**config.mk**
```make
export PLATFORM = sky130hd
export DESIGN_NAME = game_port_joystick_digitizer_core_flat
export DESIGN_NICKNAME = d
export VERILOG_FILES = /design/src/rtl/gpj_pkg.sv /design/src/rtl/gpj_if.sv /design/src/rtl/game_port_joystick_digitizer_core.sv /design/src/rtl/gpj_timer.sv /design/src/rtl/gpj_calib.sv /design/src/rtl/gpj_classify.sv /design/src/flat_wrapper.sv
export SDC_FILE = /design/constraint.sdc
export NUM_CORES = 1
export LEC_CHECK = 0
export ABC_AREA = 1
export BUFFER_PORTS_ARGS = -buffer_cell sky130_fd_sc_hd__buf_2
export CAP_MARGIN = 20
export CORE_MARGIN = 10
export CORE_UTILIZATION = 40
export CTS_CLUSTER_DIAMETER = 80
export CTS_CLUSTER_SIZE = 24
export DETAILED_ROUTE_END_ITERATION = 8
export HOLD_SLACK_MARGIN = 0.08
export PLACE_DENSITY_LB_ADDON = 0.25
export SYNTH_ARGS = -nofsm -noshare
export SYNTH_HDL_FRONTEND = slang
export SYNTH_SLANG_ARGS = --single-unit
```
**constraint.sdc**
```tcl
create_clock -name i_clk -period 7.3 [get_ports i_clk]
set_input_delay 1.46 -clock i_clk [delete_from_list [all_inputs] [get_ports i_clk]]
set_output_delay 1.46 -clock i_clk [all_outputs]
set_load 0.05 [all_outputs]
```
**src/rtl/gpj_pkg.sv**
```systemverilog
// Shared types and constants of the game port joystick digitizer.
// No dependencies; every other file of the block imports it.
package gpj_pkg;

    localparam int C_CNT_W       = 17;
    localparam int C_COUNT_LIMIT = 65536;
    localparam int C_PORT_W      = 8;

    // Game port bit positions; buttons are active low
    localparam int C_BIT_X     = 0;
    localparam int C_BIT_Y     = 1;
    localparam int C_BIT_BTN_A = 4;
    localparam int C_BIT_BTN_B = 5;

    // floor(n / 3) == (n * C_RECIP_3) >> C_RECIP_SHIFT for every n below 2**17
    localparam int                 C_RECIP_W     = 16;
    localparam int                 C_RECIP_SHIFT = 17;
    localparam logic [C_RECIP_W-1:0] C_RECIP_3   = 16'd43691;

    typedef logic [C_CNT_W-1:0]  t_cnt;
    typedef logic [C_PORT_W-1:0] t_port;

    // End of one measurement: final counts and latched buttons
    typedef struct packed {
        t_cnt       x_count;
        t_cnt       y_count;
        logic       fire_a;
        logic       fire_b;
        logic       timed_out;
    } t_meas;

    // After calibration update: offsets and calibrated range per axis
    typedef struct packed {
        t_cnt       x_offset;
        t_cnt       y_offset;
        t_cnt       x_range;
        t_cnt       y_range;
        logic       fire_a;
        logic       fire_b;
        logic       timed_out;
    } t_calib;

    typedef struct packed {
        logic       left;
        logic       right;
        logic       up;
        logic       down;
        logic       fire_a;
        logic       fire_b;
        t_cnt       x_offset;
        t_cnt       y_offset;
        logic       timed_out;
    } t_result;

endpackage

```
**src/rtl/gpj_if.sv**
```systemverilog
// Valid/ready channel interfaces of the joystick digitizer: samples in,
// results out, and the sample limit write port. Depends on gpj_pkg.
interface gpj_in_if
    import gpj_pkg::*;
();
    logic  valid;
    logic  ready;
    logic  start_req;
    t_port port_sample;

    modport source (output valid, output start_req, output port_sample, input ready);
    modport sink   (input valid, input start_req, input port_sample, output ready);
endinterface

interface gpj_out_if
    import gpj_pkg::*;
();
    logic valid;
    logic ready;
    logic left;
    logic right;
    logic up;
    logic down;
    logic fire_a;
    logic fire_b;
    t_cnt x_offset;
    t_cnt y_offset;
    logic timed_out;

    modport source (output valid, output left, output right, output up, output down,
                    output fire_a, output fire_b, output x_offset, output y_offset,
                    output timed_out, input ready);
    modport sink   (input valid, input left, input right, input up, input down,
                    input fire_a, input fire_b, input x_offset, input y_offset,
                    input timed_out, output ready);
endinterface

interface gpj_cfg_if
    import gpj_pkg::*;
();
    logic valid;
    logic ready;
    t_cnt data;

    modport source (output valid, output data, input ready);
    modport sink   (input valid, input data, output ready);
endinterface

```
**src/rtl/game_port_joystick_digitizer_core.sv**
```systemverilog
// Top level of the game port joystick digitizer: limit register and the
// timer, calibration and direction stages. Depends on gpj_pkg and gpj_if.

// Feed one game port sample per cycle; a start transaction fires the one-shots
// and latches the buttons, later samples count the X/Y timer bits. The block
// takes a sample in every cycle unless the input is stalled. The measurement
// ends on a sample with both timer bits low, or at the sample limit. Results
// pass through three registered stages (count, calibrate, classify), each
// with its own valid bit, so a waiting result does not stop sampling until
// all three stages are full. Calibration keeps a running min/max per axis
// from reset. The sample limit is written through the configuration channel,
// 0 acting as 1 and values above the count limit acting as the limit; the user
// must write it only while no measurement is running, which is not enforced.
module game_port_joystick_digitizer_core
    import gpj_pkg::*;
#(
    parameter int P_COUNT_LIMIT = C_COUNT_LIMIT
) (
    input  logic              i_clk,
    input  logic              i_rst_n,
    gpj_in_if.sink            i_in,
    gpj_out_if.source         o_out,
    gpj_cfg_if.sink           i_cfg
);

    t_cnt    r_eff_limit;
    t_cnt    n_eff_limit;
    logic    s1_valid, s1_ready;
    t_meas   s1_meas;
    logic    s2_valid, s2_ready;
    t_calib  s2_calib;
    t_result result;

    assign i_cfg.ready = 1'b1;

    // Clamp once on write so the timer compares against a ready value
    always_comb begin
        n_eff_limit = i_cfg.data;
        if (i_cfg.data == '0) begin
            n_eff_limit = t_cnt'(1);
        end else if (i_cfg.data > t_cnt'(P_COUNT_LIMIT)) begin
            n_eff_limit = t_cnt'(P_COUNT_LIMIT);
        end
    end

    always_ff @(posedge i_clk) begin
        if (!i_rst_n) begin
            r_eff_limit <= t_cnt'(P_COUNT_LIMIT);
        end else if (i_cfg.valid) begin
            r_eff_limit <= n_eff_limit;
        end
    end

    gpj_timer u_timer (
        .i_clk         (i_clk),
        .i_rst_n       (i_rst_n),
        .i_valid       (i_in.valid),
        .o_ready       (i_in.ready),
        .i_start_req   (i_in.start_req),
        .i_port_sample (i_in.port_sample),
        .i_eff_limit   (r_eff_limit),
        .o_valid       (s1_valid),
        .i_ready       (s1_ready),
        .o_meas        (s1_meas)
    );

    gpj_calib #(
        .P_COUNT_LIMIT (P_COUNT_LIMIT)
    ) u_calib (
        .i_clk   (i_clk),
        .i_rst_n (i_rst_n),
        .i_valid (s1_valid),
        .o_ready (s1_ready),
        .i_meas  (s1_meas),
        .o_valid (s2_valid),
        .i_ready (s2_ready),
        .o_calib (s2_calib)
    );

    gpj_classify u_classify (
        .i_clk    (i_clk),
        .i_rst_n  (i_rst_n),
        .i_valid  (s2_valid),
        .o_ready  (s2_ready),
        .i_calib  (s2_calib),
        .o_valid  (o_out.valid),
        .i_ready  (o_out.ready),
        .o_result (result)
    );

    assign o_out.left      = result.left;
    assign o_out.right     = result.right;
    assign o_out.up        = result.up;
    assign o_out.down      = result.down;
    assign o_out.fire_a    = result.fire_a;
    assign o_out.fire_b    = result.fire_b;
    assign o_out.x_offset  = result.x_offset;
    assign o_out.y_offset  = result.y_offset;
    assign o_out.timed_out = result.timed_out;

    a_dir_exclusive: assert property (@(posedge i_clk) disable iff (!i_rst_n)
        o_out.valid |-> !(o_out.left && o_out.right) && !(o_out.up && o_out.down))
        else $error("opposite directions both set");

    a_stall_only_full: assert property (@(posedge i_clk) disable iff (!i_rst_n)
        !i_in.ready |-> s1_valid && s2_valid && o_out.valid)
        else $error("sample input stalled with a free stage");

    a_offset_bound: assert property (@(posedge i_clk) disable iff (!i_rst_n)
        o_out.valid |-> (o_out.x_offset <= t_cnt'(P_COUNT_LIMIT))
                     && (o_out.y_offset <= t_cnt'(P_COUNT_LIMIT)))
        else $error("axis offset beyond count limit");

    a_result_latency: assert property (@(posedge i_clk) disable iff (!i_rst_n)
        s2_valid && s2_ready |=> o_out.valid)
        else $error("calibrated transaction lost before result register");

endmodule

```
**src/rtl/gpj_timer.sv**
```systemverilog
// One-shot timing stage: counts X/Y timer bits per sample and registers the
// finished measurement. Depends on gpj_pkg.
module gpj_timer
    import gpj_pkg::*;
(
    input  logic  i_clk,
    input  logic  i_rst_n,
    input  logic  i_valid,
    output logic  o_ready,
    input  logic  i_start_req,
    input  t_port i_port_sample,
    input  t_cnt  i_eff_limit,
    output logic  o_valid,
    input  logic  i_ready,
    output t_meas o_meas
);

    logic       r_measuring, n_measuring;
    t_cnt       r_counter, n_counter;
    t_cnt       r_x_count, n_x_count;
    t_cnt       r_y_count, n_y_count;
    logic [1:0] r_buttons, n_buttons;
    logic       r_valid;
    t_meas      r_meas;

    logic       accept;
    logic       both_low;
    logic       finish;

    assign o_ready = !r_valid || i_ready;
    assign accept  = i_valid && o_ready;
    assign both_low = !i_port_sample[C_BIT_X] && !i_port_sample[C_BIT_Y];

    always_comb begin
        n_measuring = r_measuring;
        n_counter   = r_counter;
        n_x_count   = r_x_count;
        n_y_count   = r_y_count;
        n_buttons   = r_buttons;
        finish      = 1'b0;
        if (accept) begin
            if (i_start_req) begin
                n_buttons   = {!i_port_sample[C_BIT_BTN_B], !i_port_sample[C_BIT_BTN_A]};
                n_measuring = 1'b1;
                n_counter   = '0;
                n_x_count   = '0;
                n_y_count   = '0;
            end else if (r_measuring) begin
                n_x_count = r_x_count + t_cnt'(i_port_sample[C_BIT_X]);
                n_y_count = r_y_count + t_cnt'(i_port_sample[C_BIT_Y]);
                n_counter = r_counter + t_cnt'(1);
                if (both_low || (n_counter >= i_eff_limit)) begin
                    finish      = 1'b1;
                    n_measuring = 1'b0;
                end
            end
        end
    end

    always_ff @(posedge i_clk) begin
        if (!i_rst_n) begin
            r_measuring <= 1'b0;
            r_counter   <= '0;
            r_x_count   <= '0;
            r_y_count   <= '0;
            r_buttons   <= '0;
            r_valid     <= 1'b0;
        end else begin
            r_measuring <= n_measuring;
            r_counter   <= n_counter;
            r_x_count   <= n_x_count;
            r_y_count   <= n_y_count;
            r_buttons   <= n_buttons;
            if (finish) begin
                r_valid <= 1'b1;
            end else if (i_ready) begin
                r_valid <= 1'b0;
            end
        end
    end

    always_ff @(posedge i_clk) begin
        if (finish) begin
            r_meas.x_count   <= n_x_count;
            r_meas.y_count   <= n_y_count;
            r_meas.fire_a    <= r_buttons[0];
            r_meas.fire_b    <= r_buttons[1];
            r_meas.timed_out <= !both_low;
        end
    end

    assign o_valid = r_valid;
    assign o_meas  = r_meas;

endmodule

```
**src/rtl/gpj_calib.sv**
```systemverilog
// Calibration stage: tracks running min/max per axis and registers offsets
// and calibrated ranges. Depends on gpj_pkg.
module gpj_calib
    import gpj_pkg::*;
#(
    parameter int P_COUNT_LIMIT = C_COUNT_LIMIT
) (
    input  logic   i_clk,
    input  logic   i_rst_n,
    input  logic   i_valid,
    output logic   o_ready,
    input  t_meas  i_meas,
    output logic   o_valid,
    input  logic   i_ready,
    output t_calib o_calib
);

    t_cnt   r_x_min, n_x_min;
    t_cnt   r_x_max, n_x_max;
    t_cnt   r_y_min, n_y_min;
    t_cnt   r_y_max, n_y_max;
    logic   r_valid;
    t_calib r_calib;
    logic   accept;

    assign o_ready = !r_valid || i_ready;
    assign accept  = i_valid && o_ready;

    always_comb begin
        n_x_max = (i_meas.x_count > r_x_max) ? i_meas.x_count : r_x_max;
        n_x_min = (i_meas.x_count < r_x_min) ? i_meas.x_count : r_x_min;
        n_y_max = (i_meas.y_count > r_y_max) ? i_meas.y_count : r_y_max;
        n_y_min = (i_meas.y_count < r_y_min) ? i_meas.y_count : r_y_min;
    end

    always_ff @(posedge i_clk) begin
        if (!i_rst_n) begin
            r_x_min <= t_cnt'(P_COUNT_LIMIT);
            r_x_max <= '0;
            r_y_min <= t_cnt'(P_COUNT_LIMIT);
            r_y_max <= '0;
            r_valid <= 1'b0;
        end else begin
            if (accept) begin
                r_x_min <= n_x_min;
                r_x_max <= n_x_max;
                r_y_min <= n_y_min;
                r_y_max <= n_y_max;
                r_valid <= 1'b1;
            end else if (i_ready) begin
                r_valid <= 1'b0;
            end
        end
    end

    always_ff @(posedge i_clk) begin
        if (accept) begin
            r_calib.x_offset  <= i_meas.x_count - n_x_min;
            r_calib.y_offset  <= i_meas.y_count - n_y_min;
            r_calib.x_range   <= n_x_max - n_x_min;
            r_calib.y_range   <= n_y_max - n_y_min;
            r_calib.fire_a    <= i_meas.fire_a;
            r_calib.fire_b    <= i_meas.fire_b;
            r_calib.timed_out <= i_meas.timed_out;
        end
    end

    assign o_valid = r_valid;
    assign o_calib = r_calib;

endmodule

```
**src/rtl/gpj_classify.sv**
```systemverilog
// Direction stage: splits each range into thirds by reciprocal multiply and
// holds the result register. Depends on gpj_pkg.
module gpj_classify
    import gpj_pkg::*;
(
    input  logic    i_clk,
    input  logic    i_rst_n,
    input  logic    i_valid,
    output logic    o_ready,
    input  t_calib  i_calib,
    output logic    o_valid,
    input  logic    i_ready,
    output t_result o_result
);

    localparam int C_PROD_W = C_CNT_W + C_RECIP_W;

    logic [C_PROD_W-1:0] x_prod, y_prod;
    t_cnt                x_third, y_third;
    t_cnt                x_two, y_two;
    logic                r_valid;
    t_result             r_result;
    logic                accept;

    assign o_ready = !r_valid || i_ready;
    assign accept  = i_valid && o_ready;

    assign x_prod  = C_PROD_W'(i_calib.x_range) * C_PROD_W'(C_RECIP_3);
    assign y_prod  = C_PROD_W'(i_calib.y_range) * C_PROD_W'(C_RECIP_3);
    assign x_third = t_cnt'(x_prod[C_PROD_W-1:C_RECIP_SHIFT]);
    assign y_third = t_cnt'(y_prod[C_PROD_W-1:C_RECIP_SHIFT]);
    assign x_two   = x_third << 1;
    assign y_two   = y_third << 1;

    always_ff @(posedge i_clk) begin
        if (!i_rst_n) begin
            r_valid <= 1'b0;
        end else if (accept) begin
            r_valid <= 1'b1;
        end else if (i_ready) begin
            r_valid <= 1'b0;
        end
    end

    always_ff @(posedge i_clk) begin
        if (accept) begin
            r_result.left      <= i_calib.x_offset < x_third;
            r_result.right     <= i_calib.x_offset > x_two;
            r_result.up        <= i_calib.y_offset < y_third;
            r_result.down      <= i_calib.y_offset > y_two;
            r_result.fire_a    <= i_calib.fire_a;
            r_result.fire_b    <= i_calib.fire_b;
            r_result.x_offset  <= i_calib.x_offset;
            r_result.y_offset  <= i_calib.y_offset;
            r_result.timed_out <= i_calib.timed_out;
        end
    end

    assign o_valid  = r_valid;
    assign o_result = r_result;

endmodule
```
**src/flat_wrapper.sv**
```systemverilog
// flat-port wrapper written by rule: the top's interface ports become plain ports
module game_port_joystick_digitizer_core_flat import gpj_pkg::*;
#(
    parameter int P_COUNT_LIMIT = C_COUNT_LIMIT
)
  (i_clk, i_rst_n, i_in_valid, i_in_start_req, i_in_port_sample, i_in_ready, o_out_valid, o_out_left, o_out_right, o_out_up, o_out_down, o_out_fire_a, o_out_fire_b, o_out_x_offset, o_out_y_offset, o_out_timed_out, o_out_ready, i_cfg_valid, i_cfg_data, i_cfg_ready);
  gpj_in_if i_in_i ();
  gpj_out_if o_out_i ();
  gpj_cfg_if i_cfg_i ();
  input  logic i_clk;
  input  logic i_rst_n;
  input wire logic [$bits(i_in_i.valid)-1:0] i_in_valid;
  input wire logic [$bits(i_in_i.start_req)-1:0] i_in_start_req;
  input wire logic [$bits(i_in_i.port_sample)-1:0] i_in_port_sample;
  output wire logic [$bits(i_in_i.ready)-1:0] i_in_ready;
  output wire logic [$bits(o_out_i.valid)-1:0] o_out_valid;
  output wire logic [$bits(o_out_i.left)-1:0] o_out_left;
  output wire logic [$bits(o_out_i.right)-1:0] o_out_right;
  output wire logic [$bits(o_out_i.up)-1:0] o_out_up;
  output wire logic [$bits(o_out_i.down)-1:0] o_out_down;
  output wire logic [$bits(o_out_i.fire_a)-1:0] o_out_fire_a;
  output wire logic [$bits(o_out_i.fire_b)-1:0] o_out_fire_b;
  output wire logic [$bits(o_out_i.x_offset)-1:0] o_out_x_offset;
  output wire logic [$bits(o_out_i.y_offset)-1:0] o_out_y_offset;
  output wire logic [$bits(o_out_i.timed_out)-1:0] o_out_timed_out;
  input wire logic [$bits(o_out_i.ready)-1:0] o_out_ready;
  input wire logic [$bits(i_cfg_i.valid)-1:0] i_cfg_valid;
  input wire logic [$bits(i_cfg_i.data)-1:0] i_cfg_data;
  output wire logic [$bits(i_cfg_i.ready)-1:0] i_cfg_ready;
  assign i_in_i.valid = i_in_valid;
  assign i_in_i.start_req = i_in_start_req;
  assign i_in_i.port_sample = i_in_port_sample;
  assign i_in_ready = i_in_i.ready;
  assign o_out_valid = o_out_i.valid;
  assign o_out_left = o_out_i.left;
  assign o_out_right = o_out_i.right;
  assign o_out_up = o_out_i.up;
  assign o_out_down = o_out_i.down;
  assign o_out_fire_a = o_out_i.fire_a;
  assign o_out_fire_b = o_out_i.fire_b;
  assign o_out_x_offset = o_out_i.x_offset;
  assign o_out_y_offset = o_out_i.y_offset;
  assign o_out_timed_out = o_out_i.timed_out;
  assign o_out_i.ready = o_out_ready;
  assign i_cfg_i.valid = i_cfg_valid;
  assign i_cfg_i.data = i_cfg_data;
  assign i_cfg_ready = i_cfg_i.ready;
  game_port_joystick_digitizer_core #(.P_COUNT_LIMIT(P_COUNT_LIMIT)) u_core (.i_clk(i_clk), .i_rst_n(i_rst_n), .i_in(i_in_i), .o_out(o_out_i), .i_cfg(i_cfg_i));
endmodule
```
==> results of run 1 <==
-- layer usage --
| metal | GRT usage, % | vias up |
|---|---|---|
| met5 | 0 | - |
| met4 | 2.74 | 0 |
| met3 | 1.92 | 46 |
| met2 | 26.5 | 232 |
| met1 | 21.6 | 9823 |
| li1 | - | 11100 |
-- cells in the mapped netlist, drive strengths merged, types with 2 or more instances --
cell,number
o31ai,6
o2111ai,3
a31oi,13
fa,178
o211ai,31
nor3,60
a22oi,2
o21bai,12
a21boi,8
a21oi,285
a22o,4
xor2,87
ha,464
or2,6
a211oi,7
nand3,103
xnor2,28
a221oi,5
nand2,572
buf,22
nand4,29
edfxtp,149
inv,744
and2,4
o21ai,144
nor4,30
o31a,2
nor3b,5
dfxtp,142
o21a,4
nand3b,3
clkinv,2
clkbuf,32
a21o,11
nor2,177
-- registers in the layout, summed over array words and instances, names as in the netlist --
signal	flops
u_core.r_eff_limit	17
u_core.u_calib.r_y_max	17
u_core.u_timer.r_counter	17
u_core.u_classify.o_result	41
u_core.u_calib.o_calib	71
u_core.u_timer.o_meas	37
u_core.u_timer.r_buttons	2
u_core.u_classify.o_valid	1
u_core.u_calib.r_x_max	17
u_core.u_timer.r_y_count	17
u_core.u_timer.o_valid	1
u_core.u_calib.r_x_min	17
u_core.u_timer.r_x_count	17
u_core.u_calib.r_y_min	17
u_core.u_calib.o_valid	1
u_core.u_timer.r_measuring	1
-- logic make-up (layout without fill, tap and decap cells) --
| logic type | Yosys count | after routing | share of synthesized area, % |
|---|---|---|---|
| and+or+nand+nor | 991 | 991 | 15.3 |
| DFF | 291 | 291 | 26.1 |
| buffers and inverters | 800 | 870 | 10.8 |
| xor gates and xnor gates | 115 | 115 | 3.62 |
| adders and majority gates | 642 | 642 | 33.4 |
| AOI/OAI and AO/OA | 540 | 540 | 10.7 |
| other | 1 | 1 | 0.0134 |
-- stage by stage --
stage,cell area (um^2),power [uW],std cells
2_1_floorplan,28000,2420,3380
3_3_place_gp,29400,2610,4346
3_5_place_dp,29400,2620,4346
4_1_cts,30400,4120,4390
5_1_grt,30400,4300,4390
6_report,30400,4060,4390
-- worst paths after layout --
path                            slack, ps                        endpoint  depth (start not counted)
worst min-delay path                  430   u_core.u_classify.o_result[0]                          0
worst min register to register        430   u_core.u_classify.o_result[0]                          0
worst max-delay path                  620  u_core.u_classify.o_result[40]                         28
worst max register to register        620  u_core.u_classify.o_result[40]                         28
-- power by group through the flow --
stage	Sequential (uW)	Clock, uW	Combinational (uW)
final	1730	1480	841
after global routing	1740	1590	981
after CTS	1730	1540	852
after detailed placement	1770	0	845
after global placement	1770	0	840
after floorplan	1770	0	651
-- area by class of cell --
type | count | area [um^2]
Inverter | 746 | 2800
Sequential cell | 291 | 7320
Multi-Input combinational cell | 2289 | 17700
Timing Repair Buffer | 80 | 428
Tap cell | 940 | 1180
Clock buffer | 25 | 626
Clock inverter | 19 | 294
Fill cell | 7033 | 39400
==> results_dict.tcl, run 1 <==
set metrics [dict create \
    io_buffers 69 \
    synth_edf_count 149 \
    io_pins 75 \
    synth_top_area_share_pct 20.7 \
    wl_met3_mm 2.16 \
    final_cell_mix "inv_1, nand2_1, ha_1, a21oi_1, fa_1" \
    syn_to_final_growth_pct 8.28 \
    drtPass1Iterations 5 \
    reg2reg_from "u_core.u_calib.o_calib[21]" \
    layout_commonest_cell "inv_1" \
    fp-row-count 97 \
    cp_slowest_stage_delay_ps 540 \
    post-route-util_pct 43.5 \
    cts-root-buf "clkbuf_16" \
    syn-cell-area_um2 28000 \
    p_clk_share_pct 36.5 \
    route.met2.wl_mm 29.2 \
    synth_area_leaders "ha_1, edfxtp_1, fa_1" \
    power.share.switching_pct 31.8 \
    antenna_cells 0 \
    postSynthNetCount 4053 \
    synth-async-reset-ratio_pct 0 \
    top_layer_used "met4" \
    fin_setup_tns_ps 0 \
    ys.flop_type "edfxtp_1" \
    rsz0062_at_grt "false" \
    final_antenna_net_count 0 \
    grt_max_degree 88 \
    min_period_ps 6680 \
    wl_mm 63.7 \
    clock.fmax_mhz 150 \
    cts.clk_slew.worst_paths_ps 80 \
    ir_worst_vdd_v 0.000146 \
    drt-initial-drc-count 913 \
    hold_class "reg2reg" \
    cp_common_cell "nand2_1" \
    worstSetupPathType "reg2reg" \
    postCtsSetupRepairBufs 0 \
    max_cap_viol_count 0 \
    finalHoldViolCount 0 \
    worst_slack_ps 621 \
    ys_ff_latch 291 \
    cts_buffers 24 \
    insertion_delay_ps 590 \
    start_util_pct 40.2 \
    dpl.hpwl_mm 52.8 \
    gp_congestion 0.856 \
    synthCells 3380 \
    post_drt_wl_per_cell_um 14.5 \
    crit_fanout 6 \
    leakagePower_uw 0.0152 \
    slew_headroom_pct 32.1 \
    vias 21200 \
    tightestPinTransition_ps 1020 \
    drc 0 \
    internal-power_uw 2770 \
    ys_warn_count 0 \
    die_y_um 285 \
    cts_sinks 291 \
    vias_per_cell 4.83 \
    start_kind "flip-flop" \
    timing.critical_path.arrival_ps 7010 \
    core_um2 69800 \
    p_per_area_nw_per_um2 134 \
    outcome "finished clean" \
    path_buf_inv 4 \
    grt_pass1_wl_mm 105 \
    antenna_found_initial 1 \
    setup.worst_path.start "u_core.u_calib.o_calib[21]" \
    pre_cts_ws_ps 600 \
    fin_crit_sh_pct 91.5 \
    power_switching_uw 1290 \
    grtUsageTotal_pct 15.7 \
    overflow 0 \
    avgSynthCellArea_um2 8.30 \
    met1Wirelength_mm 31.4 \
    hold_slack_ps 427 \
    finalMaxSlewViolations 0 \
    ctsResizeCount 0 \
    ctsHtreeMaxLevel 1 \
    die_x_um 285 \
    pwr-share-seq_pct 42.8 \
    synth_top_cell_by_area "ha_1" \
    drive_gt1_share_pct 5.25 \
    grt_pass1_vias 20900 \
    ys_types 58 \
    fin_nets 4105 \
    ys_seq_area_share_pct 26.1 \
    die-area_um2 81100 \
    cp_data_required_time_ps 7630 \
    p_comb_share_pct 20.7 \
    ctsHoldBuffers 0 \
    skew_ps 23.5 \
    cts_buffer_depth 3 \
    cts_tree "yes" \
    end_kind "flip-flop" \
    hp-start "u_core.u_calib.o_calib[0]" \
    setup_viol 0 \
    cpMaxStageDelayCell "fa_1" \
    crit_family "adder cells" \
]
(Power assumes the default switching activity.)
==> run 2: changes to the inputs <==
--- a/config.mk
+++ b/config.mk
@@ -15,6 +15,7 @@
 export DETAILED_ROUTE_END_ITERATION = 8
 export HOLD_SLACK_MARGIN = 0.08
 export PLACE_DENSITY_LB_ADDON = 0.25
+export REMOVE_ABC_BUFFERS = 1
 export SYNTH_ARGS = -nofsm -noshare
 export SYNTH_HDL_FRONTEND = slang
 export SYNTH_SLANG_ARGS = --single-unit
==> run 2 against run 1 <==
Net effect: global-route usage about the same; critical path depth grew 1; power decreased by 0.82%; design area decreased by 0.14%.
==> results_dict.tcl, run 2 (synthesis results as in run 1) <==
set metrics [dict create \
    finish.instance_area_um2 30300 \
    max_cap_viol_count 0 \
    drt-initial-drc-count 885 \
    cts_tree "yes" \
    dpl_cell_area_um2 29400 \
    cts.clk_slew.worst_paths_ps 90 \
    clock.fmax_mhz 150 \
    hold_class "reg2reg" \
    min_period_ps 6670 \
    pwr-share-seq_pct 43.1 \
    core_um2 69800 \
    overflow 0 \
    cp_common_cell "nand2_1" \
    gp_congestion 0.867 \
    reg2reg_from "u_core.u_calib.o_calib[21]" \
    io_buffers 69 \
    hp-start "u_core.u_calib.o_calib[1]" \
    grt_max_degree 82 \
    timing.critical_path.arrival_ps 7100 \
    setup_viol 0 \
    grt_pass1_wl_mm 106 \
    largest_reg_flops 71 \
    outcome "finished clean" \
    vias_per_cell 4.81 \
    dpl.hpwl_mm 52.8 \
    fp-row-count 97 \
    r2r-end "u_core.u_classify.o_result[39]" \
    die_x_um 285 \
    cpMaxStageDelayCell "fa_1" \
    internal-power_uw 2740 \
    tightestPinTransition_ps 994 \
    cts_buffer_depth 3 \
    worstSetupPathType "reg2reg" \
    antenna_found_initial 0 \
    r2r_cells 29 \
    die_y_um 285 \
    die-area_um2 81100 \
    cts_sinks 291 \
    insertion_delay_ps 580 \
    ctsResizeCount 0 \
    finalMaxSlewViolations 0 \
    reg2reg_slack_ps 630 \
    start_kind "flip-flop" \
    ir_worst_vdd_v 0.000160 \
    skew_ps 24.6 \
    ctsHoldBuffers 0 \
    p_comb_share_pct 20.9 \
    syn_to_final_growth_pct 8.13 \
    start_util_pct 40.2 \
    hold-path-cell-count 0 \
    crit_family "adder cells" \
    layout_commonest_cell "inv_1" \
    finalHoldViolCount 0 \
    fin_nets 4104 \
    p_clk_share_pct 36.0 \
    final_antenna_net_count 0 \
    power.share.switching_pct 32.0 \
    power_switching_uw 1290 \
    end_kind "flip-flop" \
    leakagePower_uw 0.0152 \
    rsz0062_at_grt "false" \
    postCtsSetupRepairBufs 0 \
    slew_headroom_pct 33.6 \
    post_drt_wl_per_cell_um 14.4 \
    grt_pass1_vias 21000 \
    io_pins 75 \
    drtPass1Iterations 5 \
    drive_gt1_share_pct 5.19 \
    wl_mm 63.4 \
    holdPathEnd "u_core.u_classify.o_result[35]" \
    fin_crit_sh_pct 91.3 \
    fin_setup_tns_ps 0 \
    n_fill_cell 6958 \
    path_buf_inv 3 \
    pre_cts_ws_ps 666 \
    crit_fanout 6 \
    p_per_area_nw_per_um2 133 \
    vias 21100 \
    grtUsageTotal_pct 15.7 \
    cts-root-buf "clkbuf_16" \
    worst_slack_ps 632 \
    final_cell_mix "inv_1, nand2_1, ha_1, a21oi_1, fa_1" \
    cp_data_required_time_ps 7730 \
    cp_slowest_stage_delay_ps 540 \
    ctsHtreeMaxLevel 1 \
    drc 0 \
    cts_buffers 24 \
    antenna_cells 0 \
]
==> run 2: worst max-delay path by stage <==
stage | from | endpoint | slack [ps] | cells after the start
after floorplan | u_core.u_calib.o_calib[24] | u_core.u_classify.o_result[39] | 1330 | 29
after global placement | u_core.u_calib.o_calib[21] | u_core.u_classify.o_result[40] | 630 | 28
after detailed placement | u_core.u_calib.o_calib[21] | u_core.u_classify.o_result[40] | 670 | 28
after CTS | u_core.u_calib.o_calib[21] | u_core.u_classify.o_result[40] | 640 | 28
after global routing | u_core.u_calib.o_calib[21] | u_core.u_classify.o_result[40] | 110 | 28
final | u_core.u_calib.o_calib[21] | u_core.u_classify.o_result[39] | 630 | 29
==> run 2: power groups by stage <==
| stage | Clock (uW) | Sequential, uW | Combinational, uW |
|---|---|---|---|
| floorplan | 0 | 1770 | 642 |
| global placement | 0 | 1770 | 839 |
| detailed placement | 0 | 1770 | 845 |
| CTS | 1500 | 1740 | 851 |
| global route | 1560 | 1740 | 986 |
| finish | 1450 | 1730 | 842 |
==> run 2: final cells by class <==
class                           count  area, um^2  share of cell area [%]
Clock inverter                     18         256                   0.846
Clock buffer                       26         629                    2.08
Timing Repair Buffer               79         420                    1.39
Tap cell                          940        1180                    3.88
Sequential cell                   291        7320                    24.1
Multi-Input combinational cell   2289       17700                    58.4
Inverter                          746        2800                    9.25
==> run 2: per-stage QoR <==
stage          instances  util, %  total power (uW)  hold slack, ps
6_report            4389     43.4              4020             426
5_1_grt             4389     43.4              4290             435
4_1_cts             4389     43.4              4090             427
3_5_place_dp        4345     42.2              2620             405
3_3_place_gp        4345     42.2              2610             400
2_1_floorplan       3326        -              2410             400
==> run 2: routing by layer <==
metal  part of all wire [%]  global-route usage (%)
met5                      0                       0
met4                    1.6                    2.96
met3                    3.0                    1.74
met2                     45                    26.0
met1                     50                    21.9
==> run 3: changes to the inputs <==
--- a/config.mk
+++ b/config.mk
@@ -6,7 +6,7 @@
 export NUM_CORES = 1
 export LEC_CHECK = 0
 export ABC_AREA = 1
-export BUFFER_PORTS_ARGS = -buffer_cell sky130_fd_sc_hd__buf_2
+export BUFFER_PORTS_ARGS = -buffer_cell sky130_fd_sc_hd__buf_4
 export CAP_MARGIN = 20
 export CORE_MARGIN = 10
 export CORE_UTILIZATION = 40
==> run 3 against run 2 <==
Net effect: maximum frequency shrank 0.49%; design area grew 0.59%; highest routed layer unchanged; power shrank 1.0%; global-route usage grew 0.084 points; non-clock buffer count is the same; first-iteration DRC count grew 9.9%; sequential cell count is the same; worst hold slack gained 0.52 ps; setup slack lost 33 ps; clock skew grew 23 ps; wire length is essentially flat; via count is essentially flat.
==> results_dict.tcl, run 3 (synthesis results as in run 1) <==
set metrics [dict create \
    outcome "finished clean" \
    ctsHoldBuffers 0 \
    cp_slowest_stage_delay_ps 570 \
    postCtsSetupRepairBufs 0 \
    fin_setup_tns_ps 0 \
    io_pins 75 \
    end_kind "flip-flop" \
    drc 0 \
    die-area_um2 81100 \
    p_per_area_nw_per_um2 131 \
    slew_headroom_pct 32.6 \
    ctsHtreeMaxLevel 1 \
    grt_max_degree 96 \
    setup_viol 0 \
    cts.clk_slew.worst_paths_ps 90 \
    insertion_delay_ps 600 \
    antenna_found_initial 1 \
    leakagePower_uw 0.0152 \
    vias 21100 \
    ir_worst_vdd_v 0.000175 \
    final_cells 4389 \
    drive_gt1_share_pct 5.19 \
    timing.critical_path.arrival_ps 7120 \
    fin_crit_sh_pct 91.8 \
    start_kind "flip-flop" \
    finalMaxSlewViolations 0 \
    cts_sinks 291 \
    io_buffers 69 \
    tightestPinTransition_ps 1010 \
    crit_fanout 6 \
    core_um2 69800 \
    finish.instance_area_um2 30500 \
    ctsResizeCount 0 \
    post_drt_wl_per_cell_um 14.5 \
    dpl.hpwl_mm 52.7 \
    max_cap_viol_count 0 \
    grtUsageTotal_pct 15.8 \
    die_x_um 285 \
    rsz0062_at_grt "false" \
    cts-root-buf "clkbuf_16" \
    cp_data_required_time_ps 7720 \
    syn_to_final_growth_pct 8.77 \
    wl_mm 63.5 \
    die_y_um 285 \
    grt_pass1_vias 20900 \
    vias_per_cell 4.81 \
    min_period_ps 6700 \
    dpl_cell_area_um2 29600 \
    p_total_uw 3980 \
    grt_pass1_wl_mm 106 \
    antenna_cells 0 \
    cpMaxStageDelayCell "fa_1" \
    layout_commonest_cell "inv_1" \
    final_cell_mix "inv_1, nand2_1, ha_1, a21oi_1, fa_1" \
    drt-initial-drc-count 973 \
    fin_nets 4104 \
    drtPass1Iterations 5 \
    gp_congestion 0.870 \
    final_antenna_net_count 0 \
    clock.fmax_mhz 149 \
    placedCellCount 4344 \
    hold_class "reg2reg" \
    finalHoldViolCount 0 \
    largest_reg_flops 71 \
    fp-row-count 97 \
    worstSetupPathType "reg2reg" \
    skew_ps 47.5 \
    start_util_pct 40.2 \
    post-route-util_pct 43.7 \
    cts_buffers 24 \
    cts_buffer_depth 3 \
    overflow 0 \
    cts_tree "yes" \
]
run 3: worst paths after layout:
check	from	end	slack (ps)	depth (start not counted)
worst max-delay path	u_core.u_calib.o_calib[24]	u_core.u_classify.o_result[39]	600	28
worst min register to register	u_core.u_timer.o_meas[1]	u_core.u_calib.o_calib[1]	430	0
worst min-delay path	u_core.u_timer.o_meas[1]	u_core.u_calib.o_calib[1]	430	0
worst max register to register	u_core.u_calib.o_calib[24]	u_core.u_classify.o_result[39]	600	28
run 3: stage by stage:
step                hold slack (ps)  setup WS, ps
global placement                403           707
global route                    437           107
finish                          427           599
floorplan                       400          1330
detailed placement              406           675
CTS                             427           597
run 3: report_power, final:
group | switching [uW] | total (uW) | internal, uW
Combinational | 523 | 844 | 321
Sequential | 10.0 | 1740 | 1730
Clock | 723 | 1400 | 679
Total | 1260 | 3980 | 2730
run 3: cell type report:
class / count / area, um^2
Inverter: 746 / 2800
Multi-Input combinational cell: 2289 / 17700
Timing Repair Buffer: 79 / 613
Sequential cell: 291 / 7320
Tap cell: 940 / 1180
Clock buffer: 27 / 632
Clock inverter: 17 / 233
Fill cell: 7006 / 39300
run 3: worst max-delay path: cells and delay by family (launching register included):
family | cells | cell delay, ps
adder cells (fa/ha/maj) | 8 | 3720
AO/OA/AOI/OAI | 5 | 610
flip-flops | 1 | 520
AND/OR/NAND/NOR | 10 | 1300
XOR/XNOR | 1 | 150
buffers and inverters | 4 | 240
run 3: routing by layer:
layer  track usage (%)  vias to the layer above  wire length, um
li1                  -                    11100                -
met1              21.9                     9654            31300
met2              26.2                      277            28600
met3              1.88                       62             2280
met4              3.11                        0             1220
met5                 0                        -                0
